`src/hdl/i2cms_pkg.sv`:
```
// ----------------------------------------------------------------------------
// i2cms_pkg
// Types and constants shared by the I2C master register sequencer.
// ----------------------------------------------------------------------------
package i2cms_pkg;

    localparam logic [7:0] ADDR_RESET = 8'h90;

    typedef enum logic [1:0] {
        REQ_READ     = 2'd0,
        REQ_WRITE    = 2'd1,
        REQ_XFER     = 2'd2,
        REQ_ARB_LOST = 2'd3
    } t_req;

    typedef enum logic [2:0] {
        ACT_NONE         = 3'd0,
        ACT_START_SEND   = 3'd1,
        ACT_SEND         = 3'd2,
        ACT_RESTART_SEND = 3'd3,
        ACT_RECEIVE      = 3'd4,
        ACT_RECEIVE_NACK = 3'd5,
        ACT_STOP         = 3'd6
    } t_action;

    typedef enum logic [6:0] {
        PH_IDLE      = 7'b0000001,
        PH_SEND_REG  = 7'b0000010,
        PH_SEND_DATA = 7'b0000100,
        PH_RESTART   = 7'b0001000,
        PH_DUMMY     = 7'b0010000,
        PH_READ      = 7'b0100000,
        PH_STOP      = 7'b1000000
    } t_phase;

    typedef struct packed {
        t_req       req;
        logic [7:0] reg_index;
        logic [7:0] write_data;
        logic [7:0] rx_byte;
    } t_in_word;

    typedef struct packed {
        t_action    action;
        logic [7:0] tx_byte;
        logic [7:0] read_data;
        logic       done;
        logic       busy;
    } t_out_word;

endpackage

```
`src/hdl/i2c_master_register_sequencer_unit.sv`:
```
// ----------------------------------------------------------------------------
// i2c_master_register_sequencer_unit
// Byte-level I2C master sequencer for single-register reads and writes.
// ----------------------------------------------------------------------------
// Usage:
//   Input channel (i_valid / o_stall) carries one event word: a read or
//   write request, a byte-complete event or an arbitration loss. Each word
//   produces exactly one result word on the output channel (o_valid /
//   i_stall): the bus action to issue, the byte to send, the last captured
//   read byte and done / busy flags.
//   The device address register is written through i_cfg_valid / i_cfg_data;
//   o_cfg_ready is always high. Write it only while the block is idle.
//   Path from input accept to o_valid: one input register, then the sequencer
//   step into the result register. Throughput is one word per cycle while
//   i_stall is low; the sequencer state is updated in the same cycle the result
//   register loads, so consecutive words chain without bubbles.
//   When the receiver stalls, the result register holds its word and the
//   input register still takes one more word if it is empty; o_stall rises
//   only while the input register is full and cannot move.
//   Synchronous reset (i_rst_n low) empties both registers, returns the
//   sequencer to idle, clears the held bytes and loads address 0x90.
// ----------------------------------------------------------------------------
module i2c_master_register_sequencer_unit
    import i2cms_pkg::*;
(
    input  logic       i_clk,
    input  logic       i_rst_n,
    // event input
    input  logic       i_valid,
    output logic       o_stall,
    input  logic [1:0] i_req_type,
    input  logic [7:0] i_reg_index,
    input  logic [7:0] i_write_data,
    input  logic [7:0] i_rx_byte,
    // result output
    output logic       o_valid,
    input  logic       i_stall,
    output logic [2:0] o_bus_action,
    output logic [7:0] o_tx_byte,
    output logic [7:0] o_read_data,
    output logic       o_done_res,
    output logic       o_busy_res,
    // configuration
    input  logic       i_cfg_valid,
    output logic       o_cfg_ready,
    input  logic [7:0] i_cfg_data
);

    logic       r_in_valid;
    t_in_word   r_in;
    logic       r_out_valid;
    t_out_word  r_out;

    logic [7:0] r_dev_addr;
    t_phase     r_phase;
    logic       r_is_read;
    logic [7:0] r_held_reg;
    logic [7:0] r_held_wdata;
    logic [7:0] r_captured;

    t_phase     n_phase;
    logic       n_is_read;
    logic [7:0] n_held_reg;
    logic [7:0] n_held_wdata;
    logic [7:0] n_captured;
    t_out_word  n_out;

    logic       out_blocked;
    logic       step;
    logic       in_load;

    assign out_blocked = r_out_valid && i_stall;
    assign step        = r_in_valid && !out_blocked;
    assign o_stall     = r_in_valid && out_blocked;
    assign in_load     = i_valid && !o_stall;
    assign o_cfg_ready = 1'b1;

    // sequencer step
    always_comb begin
        n_phase      = r_phase;
        n_is_read    = r_is_read;
        n_held_reg   = r_held_reg;
        n_held_wdata = r_held_wdata;
        n_captured   = r_captured;
        n_out.action  = ACT_NONE;
        n_out.tx_byte = 8'h00;
        n_out.done    = 1'b0;
        case (r_in.req)
            REQ_READ, REQ_WRITE: begin
                n_is_read  = (r_in.req == REQ_READ);
                n_held_reg = r_in.reg_index;
                if (r_in.req == REQ_WRITE) begin
                    n_held_wdata = r_in.write_data;
                end
                n_out.action  = ACT_START_SEND;
                n_out.tx_byte = r_dev_addr;
                n_phase       = PH_SEND_REG;
            end
            REQ_ARB_LOST: begin
                n_phase = PH_IDLE;
            end
            default: begin
                case (r_phase)
                    PH_SEND_REG: begin
                        n_out.action  = ACT_SEND;
                        n_out.tx_byte = r_held_reg;
                        n_phase       = r_is_read ? PH_RESTART : PH_SEND_DATA;
                    end
                    PH_SEND_DATA: begin
                        n_out.action  = ACT_SEND;
                        n_out.tx_byte = r_held_wdata;
                        n_phase       = PH_STOP;
                    end
                    PH_RESTART: begin
                        n_out.action  = ACT_RESTART_SEND;
                        n_out.tx_byte = r_dev_addr | 8'h01;
                        n_phase       = PH_DUMMY;
                    end
                    PH_DUMMY: begin
                        n_out.action = ACT_RECEIVE;
                        n_phase      = PH_READ;
                    end
                    PH_READ: begin
                        n_out.action = ACT_RECEIVE_NACK;
                        n_captured   = r_in.rx_byte;
                        n_phase      = PH_STOP;
                    end
                    PH_STOP: begin
                        n_out.action = ACT_STOP;
                        n_out.done   = 1'b1;
                        n_phase      = PH_IDLE;
                    end
                    default: begin
                        n_phase = PH_IDLE;
                    end
                endcase
            end
        endcase
        n_out.read_data = n_captured;
        n_out.busy      = (n_phase != PH_IDLE);
    end

    // control and state
    always_ff @(posedge i_clk) begin
        if (!i_rst_n) begin
            r_in_valid   <= 1'b0;
            r_out_valid  <= 1'b0;
            r_dev_addr   <= ADDR_RESET;
            r_phase      <= PH_IDLE;
            r_is_read    <= 1'b0;
            r_held_reg   <= 8'h00;
            r_held_wdata <= 8'h00;
            r_captured   <= 8'h00;
        end else begin
            if (i_cfg_valid && o_cfg_ready) begin
                r_dev_addr <= i_cfg_data;
            end
            if (in_load) begin
                r_in_valid <= 1'b1;
            end else if (step) begin
                r_in_valid <= 1'b0;
            end
            if (step) begin
                r_out_valid  <= 1'b1;
                r_phase      <= n_phase;
                r_is_read    <= n_is_read;
                r_held_reg   <= n_held_reg;
                r_held_wdata <= n_held_wdata;
                r_captured   <= n_captured;
            end else if (!i_stall) begin
                r_out_valid <= 1'b0;
            end
        end
    end

    // payload registers
    always_ff @(posedge i_clk) begin
        if (in_load) begin
            r_in.req        <= t_req'(i_req_type);
            r_in.reg_index  <= i_reg_index;
            r_in.write_data <= i_write_data;
            r_in.rx_byte    <= i_rx_byte;
        end
        if (step) begin
            r_out <= n_out;
        end
    end

    assign o_valid      = r_out_valid;
    assign o_bus_action = r_out.action;
    assign o_tx_byte    = r_out.tx_byte;
    assign o_read_data  = r_out.read_data;
    assign o_done_res   = r_out.done;
    assign o_busy_res   = r_out.busy;

    // checks
    a_done_not_busy: assert property (@(posedge i_clk) disable iff (!i_rst_n)
        o_valid && o_done_res |-> !o_busy_res)
        else $error("done reported while still busy");

    a_tx_zero: assert property (@(posedge i_clk) disable iff (!i_rst_n)
        o_valid && !(o_bus_action == ACT_START_SEND || o_bus_action == ACT_SEND ||
                     o_bus_action == ACT_RESTART_SEND) |-> o_tx_byte == 8'h00)
        else $error("tx byte nonzero on a non-send action");

    a_done_is_stop: assert property (@(posedge i_clk) disable iff (!i_rst_n)
        o_valid && o_done_res |-> o_bus_action == ACT_STOP)
        else $error("done without stop action");

    a_arb_idle: assert property (@(posedge i_clk) disable iff (!i_rst_n)
        step && r_in.req == REQ_ARB_LOST |=> r_phase == PH_IDLE && !o_busy_res)
        else $error("arbitration loss did not return to idle");

    a_stall_full: assert property (@(posedge i_clk) disable iff (!i_rst_n)
        o_stall |-> r_in_valid && r_out_valid)
        else $error("input stalled with room to take a word");

endmodule

```
`config.mk`:
```
export PLATFORM = sky130hd
export DESIGN_NAME = i2c_master_register_sequencer_unit
export DESIGN_NICKNAME = d
export VERILOG_FILES = /design/src/hdl/i2cms_pkg.sv /design/src/hdl/i2c_master_register_sequencer_unit.sv
export SDC_FILE = /design/constraint.sdc
export NUM_CORES = 1
export LEC_CHECK = 0
export BUFFER_PORTS_ARGS = -buffer_cell sky130_fd_sc_hd__buf_2
export CAP_MARGIN = 20
export CORE_MARGIN = 4
export CORE_UTILIZATION = 50
export CTS_CLUSTER_SIZE = 16
export DETAILED_ROUTE_END_ITERATION = 8
export PLACE_DENSITY_LB_ADDON = 0.05
export SLEW_MARGIN = 10
export SYNTH_ARGS = -nofsm -noshare
export SYNTH_HDL_FRONTEND = slang
export SYNTH_SLANG_ARGS = --single-unit
```
`constraint.sdc`:
```
create_clock -name i_clk -period 4.9 [get_ports i_clk]
set_clock_uncertainty 0.05 [all_clocks]
set_input_delay 0.98 -clock i_clk [delete_from_list [all_inputs] [get_ports i_clk]]
set_output_delay 0.98 -clock i_clk [all_outputs]
set_load 0.05 [all_outputs]
```
==> results.md, run 1 <==
- Most used cell, CP: buf_2
- Sink Count: 89
- # hold bufs at CTS: 0
- Multi-input logic area: 1207 sq um
- Mapped Nets: 339
- Worst hold path type: reg -> reg
- Crit path launch: i_stall
- Post-Synthesis Cells: 300
- Fraction of layout cells with a size suffix above 1: 0.2725
- CTS tree: built
- Fin crit share: 0.5288
- Die height: 92.60 um
- Initial Util: 0.5209
- Comb pwr share: 0.072
- Hold path startpoint: r_captured[3]
- Area growth, synth to finish: 15.45%
- Hold Vio Cnt, Final: 0
- Slew HR: 0.4565
- Unrepaired setup endpoints after global routing: no
- TNS Setup: 0 ns
- Syn_area_per_cell: 11.93 sq um
- Via count: 2,293
- Final Total Pwr: 1.495 mW
- CP max FO: 3
- Antenna violations before repair: 0
- Mean routed wirelength per cell: 14.33 um
- Power Dens Cells: 362.0 nW/um^2
- R2R Path Start: r_in[25]
- Via density: 5.073
- Largest net degree at the start of global routing: 51
- ANT cells: 0
- Main area contributors after synthesis: edfxtp_1, dfxtp_1, a21boi_0, nand2_1, a22o_1
- Synth warn: 0
- Max FFs per register: 26
- Max-slew violations: 0
- Setup bufs post-CTS: 0
- Synthesized flop and latch total: 89
- Filler cells: 585
- Clock buffer count from CTS: 9
- CTS root buffer: clkbuf_8
- IO buf count: 61
- Vias in the first global route: 2,303
- Register area: 2252 sq um
- Total GRT Usage: 0.1626
- Sequential power share: 0.558
- VDD IR max: 207.7 uV
- Crit Path Class: in -> out
- Crit path max-delay cell type: buf_2
- Clock share of power: 0.371
- Internal Power: 1.155 mW
- MaxCap Viol Count: 0
- Sequential cell area fraction in the yosys report: 0.6294
- Initial DRC count: 95
- DRC Markers: 0
- # nets final: 390
- First-pass GRT wire length: 11,100 um
- Area leader, netlist: edfxtp_1
- H-tree depth: 3
- Setup violations, final: 0
- Worst-margin pin slew: 0.8153 ns
- Worst Path Required: 3.87 ns
- CORE AREA: 6869 sq um
- Die Wd: 92.60 um
- Reg clk slew, reported paths: 0.08 ns
- Status: finished clean
- Drt pass-1 iters: 4
- I/O pin cnt: 63
- DPL Wire Length: 4273 um
- Net Sw Frac: 0.2278
- CP Launch Type: primary input
- P_sw: 0.3406 mW
- Largest Register: r_in
- Worst-Skew Late Latency: 0.35 ns
- Yosys cell types: 47
- Die ar.: 8575 sq um
- FP Rows: 30
- Tmin final: 2.591 ns
- DRT antenna net count: 0
- Cell leakage power: 1.615 nW
- WL final: 6478 um
- Maximum buffer depth of the clock tree: 2
- CP Capture Type: output port
- Worst path arrival time: 1.56 ns
- Placer Congestion: 0.8083
- Grt total ovfl: 0
- Number of gates resized after CTS: 0
- Yosys top cell area share: 0.3944
- Critical path cell sequence: buf_2 > and3_1 > buf_2
- Max Clk Rate: 0.3860 GHz
- Netlist Area Pre-Place: 3578 sq um
- Critical Path Max Stage Delay: 0.28 ns
==> metal layers <==
layer	GRT usage	vias to the layer above	wire length (um)
li1	-	1181	-
met3	0.05280	5	373
met1	0.2298	1053	3234
met4	0.03713	0	60
met5	0	-	0
met2	0.2441	54	2810
==> cells by family after synthesis <==
kind of cell    after synthesis  share of synthesized area
buf+inv                      25                    0.03391
compound gates               72                     0.1371
xor+xnor                      2                   0.004896
other cells                   1                   0.001048
simple gates                 95                     0.1462
flops                        89                     0.6294
mux                          16                    0.04755
==> Yosys cell counts (all sizes together) <==
cell / count
mux2i: 8
nand2b: 2
dfxtp: 42
a31o: 1
nand3: 22
nand2: 34
nand4b: 1
nor2: 7
nor3b: 2
buf: 11
inv: 3
o21bai: 2
a21oi: 5
and2: 4
edfxtp: 47
a21bo: 1
o211a: 1
a22o: 14
conb: 1
a31oi: 2
and3: 2
o22ai: 1
nor3: 3
or3b: 2
a21boi: 18
or3: 2
nand4: 1
nand3b: 2
nor2b: 11
o21ai: 23
xor2: 2
o21a: 2
o211ai: 1
clkbuf: 11
o31ai: 1
mux2: 8
==> metrics by stage <==
stage	instance area [sq um]	utilization	instances	hold slack (ns)	setup slack, ns
global route	4131	0.6015	452	0.4271	2.277
global placement	3904	0.5683	436	0.3894	2.122
floorplan	3578	-	300	0.3833	1.834
CTS	4131	0.6015	452	0.4109	2.307
finish	4131	0.6015	452	0.4078	2.309
detailed placement	3904	0.5683	436	0.3987	2.066
==> path summary, 6_finish.rpt <==
| check | to | slack (ns) | cells past startpoint |
|---|---|---|---|
| setup reg to reg | o_read_data[6] | 2.75 | 4 |
| hold reg to reg | r_captured[3] | 0.41 | 2 |
| hold / removal | r_captured[3] | 0.41 | 2 |
| setup / recovery | o_stall | 2.31 | 3 |
==> cell type report <==
type / instances / area share
clock buffers: 10 / 0.03331
clock inverters: 6 / 0.02180
repair buffers: 62 / 0.07571
multi-input cells: 186 / 0.2922
inverters: 3 / 0.002726
well taps: 96 / 0.02907
flip-flops and latches: 89 / 0.5451
==> cell usage in the layout, fill, tap and decap left out, types with 5 or more instances in the layout <==
cell type,count
a21boi_0,17
a21oi_1,5
a22o_1,14
buf_2,61
clkbuf_8,10
dfxtp_1,42
edfxtp_1,47
mux2_2,8
mux2i_1,8
nand2_1,33
nand3_1,22
nor2_1,6
nor2b_1,9
o21ai_0,15
o21ai_1,8
==> power groups by stage <==
stage / registers (mW) / logic, mW / clock network (mW)
after floorplan: 0.872 / 0.0529 / 0
after global placement: 0.851 / 0.107 / 0
after detailed placement: 0.851 / 0.108 / 0
after CTS: 0.834 / 0.108 / 0.571
after global routing: 0.838 / 0.118 / 0.605
final: 0.834 / 0.107 / 0.555
==> critical path, delay by kind of cell <==
kind | cells | cell delay, ns
buffers and inverters | 2 | 0.37
AND/OR/NAND/NOR | 1 | 0.21
(Power assumes the default switching activity.)
==> run 2: changes to the inputs <==
--- a/config.mk
+++ b/config.mk
@@ -5,10 +5,11 @@
 export SDC_FILE = /design/constraint.sdc
 export NUM_CORES = 1
 export LEC_CHECK = 0
+export ABC_AREA = 1
 export BUFFER_PORTS_ARGS = -buffer_cell sky130_fd_sc_hd__buf_2
 export CAP_MARGIN = 20
 export CORE_MARGIN = 4
-export CORE_UTILIZATION = 50
+export CORE_UTILIZATION = 49
 export CTS_CLUSTER_SIZE = 16
 export DETAILED_ROUTE_END_ITERATION = 8
 export PLACE_DENSITY_LB_ADDON = 0.05
==> constraint.sdc (replaced) <==
create_clock -name i_clk -period 2.15 [get_ports i_clk]
set_clock_uncertainty 0.05 [all_clocks]
set_input_delay 0.43 -clock i_clk [delete_from_list [all_inputs] [get_ports i_clk]]
set_output_delay 0.43 -clock i_clk [all_outputs]
set_load 0.05 [all_outputs]
==> run 2 against run 1 <==
Net effect: synthesized cell count is 19% higher; power is 140% higher; sequential power is 130% higher; clock power is 130% higher; critical endpoint is now o_tx_byte[1]; utilization is 0.53 points higher; flip-flop and latch count stayed put; critical path depth is 2 higher; sequential share of layout area is 0.47 points lower.
==> results.md, run 2 <==
- Total GRT Usage: 0.1668 (+0.004211)
- IO buf count: 61 (unchanged)
- Synth warn: 0 (unchanged)
- Tmin final: 1.700 ns
- Max Clk Rate: 0.5884 GHz
- # nets final: 466 (+19%)
- ANT cells: 0 (unchanged)
- Worst Path Required: 2.32 ns (-1.55 ns)
- Clock buffer count from CTS: 9 (unchanged)
- Number of gates resized after CTS: 0 (unchanged)
- WL final: 6552 um (+1.1%)
- Fin crit share: 0.7905
- Reg clk slew, reported paths: 0.09 ns (about the same)
- # hold bufs at CTS: 0 (unchanged)
- Fraction of layout cells with a size suffix above 1: 0.2755 (+0.002991)
- Power Dens Cells: 844.7 nW/um^2 (+130%)
- Largest net degree at the start of global routing: 27 (-47%)
- CP Capture Type: flop
- Synth top cells by count: nand2_1, nor2_1, edfxtp_1, dfxtp_1, inv_1
- Fin area: 4168 sq um (+0.88%)
- Grt total ovfl: 0 (unchanged)
- Main area contributors after synthesis: edfxtp_1, dfxtp_1, nand2_1, nor2_1, nand3_1
- Post-Synthesis Cells: 356 (+19%)
- MaxCap Viol Count: 0 (unchanged)
- H-tree depth: 3 (unchanged)
- DPL Wire Length: 4784 um (+12%)
- CTS tree: built
- TNS Setup: 0 ns (unchanged)
- Mean routed wirelength per cell: 12.41 um (-13%)
- DRC Markers: 0 (unchanged)
- Synthesized flop and latch total: 89 (unchanged)
- Die height: 92.57 um (about the same)
- CORE AREA: 6869 sq um (unchanged)
- Maximum buffer depth of the clock tree: 2 (unchanged)
- Sink Count: 89 (unchanged)
- CP Launch Type: flop
- Initial Util: 0.5102 (-0.01075)
- Yosys top cell area share: 0.4027 (+0.008308)
- Via count: 2,553 (+11%)
- Commonest non-fill, non-tap cell in the layout: nand2_1
- Largest Register: r_in
- Netlist Area Pre-Place: 3505 sq um (-2.1%)
- Antenna violations before repair: 0 (unchanged)
- First-pass GRT wire length: 11,260 um (+1.5%)
- Status: finished clean
- Area growth, synth to finish: 18.92%
- Initial DRC count: 167 (+76%)
- Main synth FF type: edfxtp_1
- Setup violations, final: 0 (unchanged)
- CTS root buffer: clkbuf_8
- Sequential cell area fraction in the yosys report: 0.6426 (+0.01326)
- Worst path arrival time: 1.87 ns (+0.31 ns)
- Setup bufs post-CTS: 0 (unchanged)
- Post-synth ARST share: 0 (unchanged)
- Area leader, netlist: edfxtp_1
- CP max FO: 17 (+14)
- Slew HR: 0.6321 (+0.1756)
- FP Rows: 30 (unchanged)
- Most frequent cells in the layout: nand2_1, nor2_1, buf_2, edfxtp_1, dfxtp_1
- Worst hold path type: in -> reg
- Yosys cell types: 27 (-43%)
- Drt pass-1 iters: 4 (unchanged)
- Max FFs per register: 26 (unchanged)
- Hold Vio Cnt, Final: 0 (unchanged)
- Die ar.: 8569 sq um (about the same)
- Syn_area_per_cell: 9.844 sq um (-17%)
- Placer Congestion: 0.7913 (-2.1%)
- Cell leakage power: 1.844 nW (+14%)
- Via density: 4.835 (-4.7%)
- Post-synth EDFFs: 47 (unchanged)
- Mapped Nets: 395 (+17%)
- Vias in the first global route: 2,389 (+3.7%)
- Crit Path Class: reg -> reg
- Layout Utilization: 0.6067 (+0.005283)
- I/O pin cnt: 63 (unchanged)
- Die Wd: 92.57 um (about the same)
- VDD IR max: 475.9 uV (+130%)
- DRT antenna net count: 0 (unchanged)
- Worst-margin pin slew: 0.5512 ns (-0.2641 ns)
- Placed Area: 3944 sq um (+1.0%)
- Unrepaired setup endpoints after global routing: no
- Max-slew violations: 0 (unchanged)
- Worst-Skew Late Latency: 0.34 ns (about the same)
## run 2: cell count changes after synthesis, sizes merged, moves of 8 or more
cell,before,now
o21ai,23,31
a22o,14,0
inv,3,27
a21boi,18,0
mux2,8,0
nor2b,11,0
nand2,34,82
mux2i,8,0
nor2,7,75
## run 2: cell type report
type                       instances  area, sq um
sequential                        89         2252
fill                             609         2701
timing repair buffer              69        365.4
multi-input combinational        230         1101
clock inverter                     7        100.1
tap                               96        120.1
inverter                          28        105.1
clock buffer                       9        123.9
## run 2: metal layers
metal,global-route usage,wire length [um],up-vias
met5,0,0,-
met4,0.05198,62,0
met3,0.05118,444,6
met2,0.2508,2896,72
met1,0.2313,3149,1161
li1,-,-,1314
## run 2: worst paths after layout
| check | startpoint | end | slack, ns | cells past startpoint |
|---|---|---|---|---|
| worst min register to register | r_dev_addr[7] | r_dev_addr[7] | 0.41 | 2 |
| worst min-delay path | i_rx_byte[2] | r_in[2] | 0.20 | 1 |
| worst max register to register | r_in[24] | o_tx_byte[1] | 0.45 | 5 |
| worst max-delay path | r_in[24] | o_tx_byte[1] | 0.45 | 5 |
## run 2: cells by family (layout without fill, tap and decap cells)
family,after synthesis,after routing,share of synthesized area
and+or+nand+nor,185,185,0.2371
other,1,1,0.001070
buffers and inverters,37,113,0.04534
DFF,89,89,0.6426
AOI/OAI and AO/OA,44,44,0.07390
## run 2: per-stage QoR
step	worst slack, ns	instances	hold slack [ns]	total power, mW
finish	0.4505	528	0.2016	3.520
global route	0.2847	528	0.1588	3.708
CTS	0.4294	528	0.1795	3.569
detailed placement	0.4447	512	0.3973	2.313
global placement	0.4962	512	0.3968	2.306
floorplan	0.1027	356	0.3792	2.208
## run 2: report_power, final
group | internal, mW | switching, mW | leakage, nW | total, mW
logic | 0.102 | 0.239 | 0.938 | 0.341
clock network | 0.667 | 0.583 | 0.110 | 1.25
registers | 1.89 | 0.0409 | 0.795 | 1.93
## run 2: worst max-delay path, cell delays in order, from the launching register on
cell and delay [ns]:
edfxtp_1 0.52, nor2_4 0.41, nand2_1 0.17, nand2_1 0.24, nand2_1 0.09, nand2_1 0.08
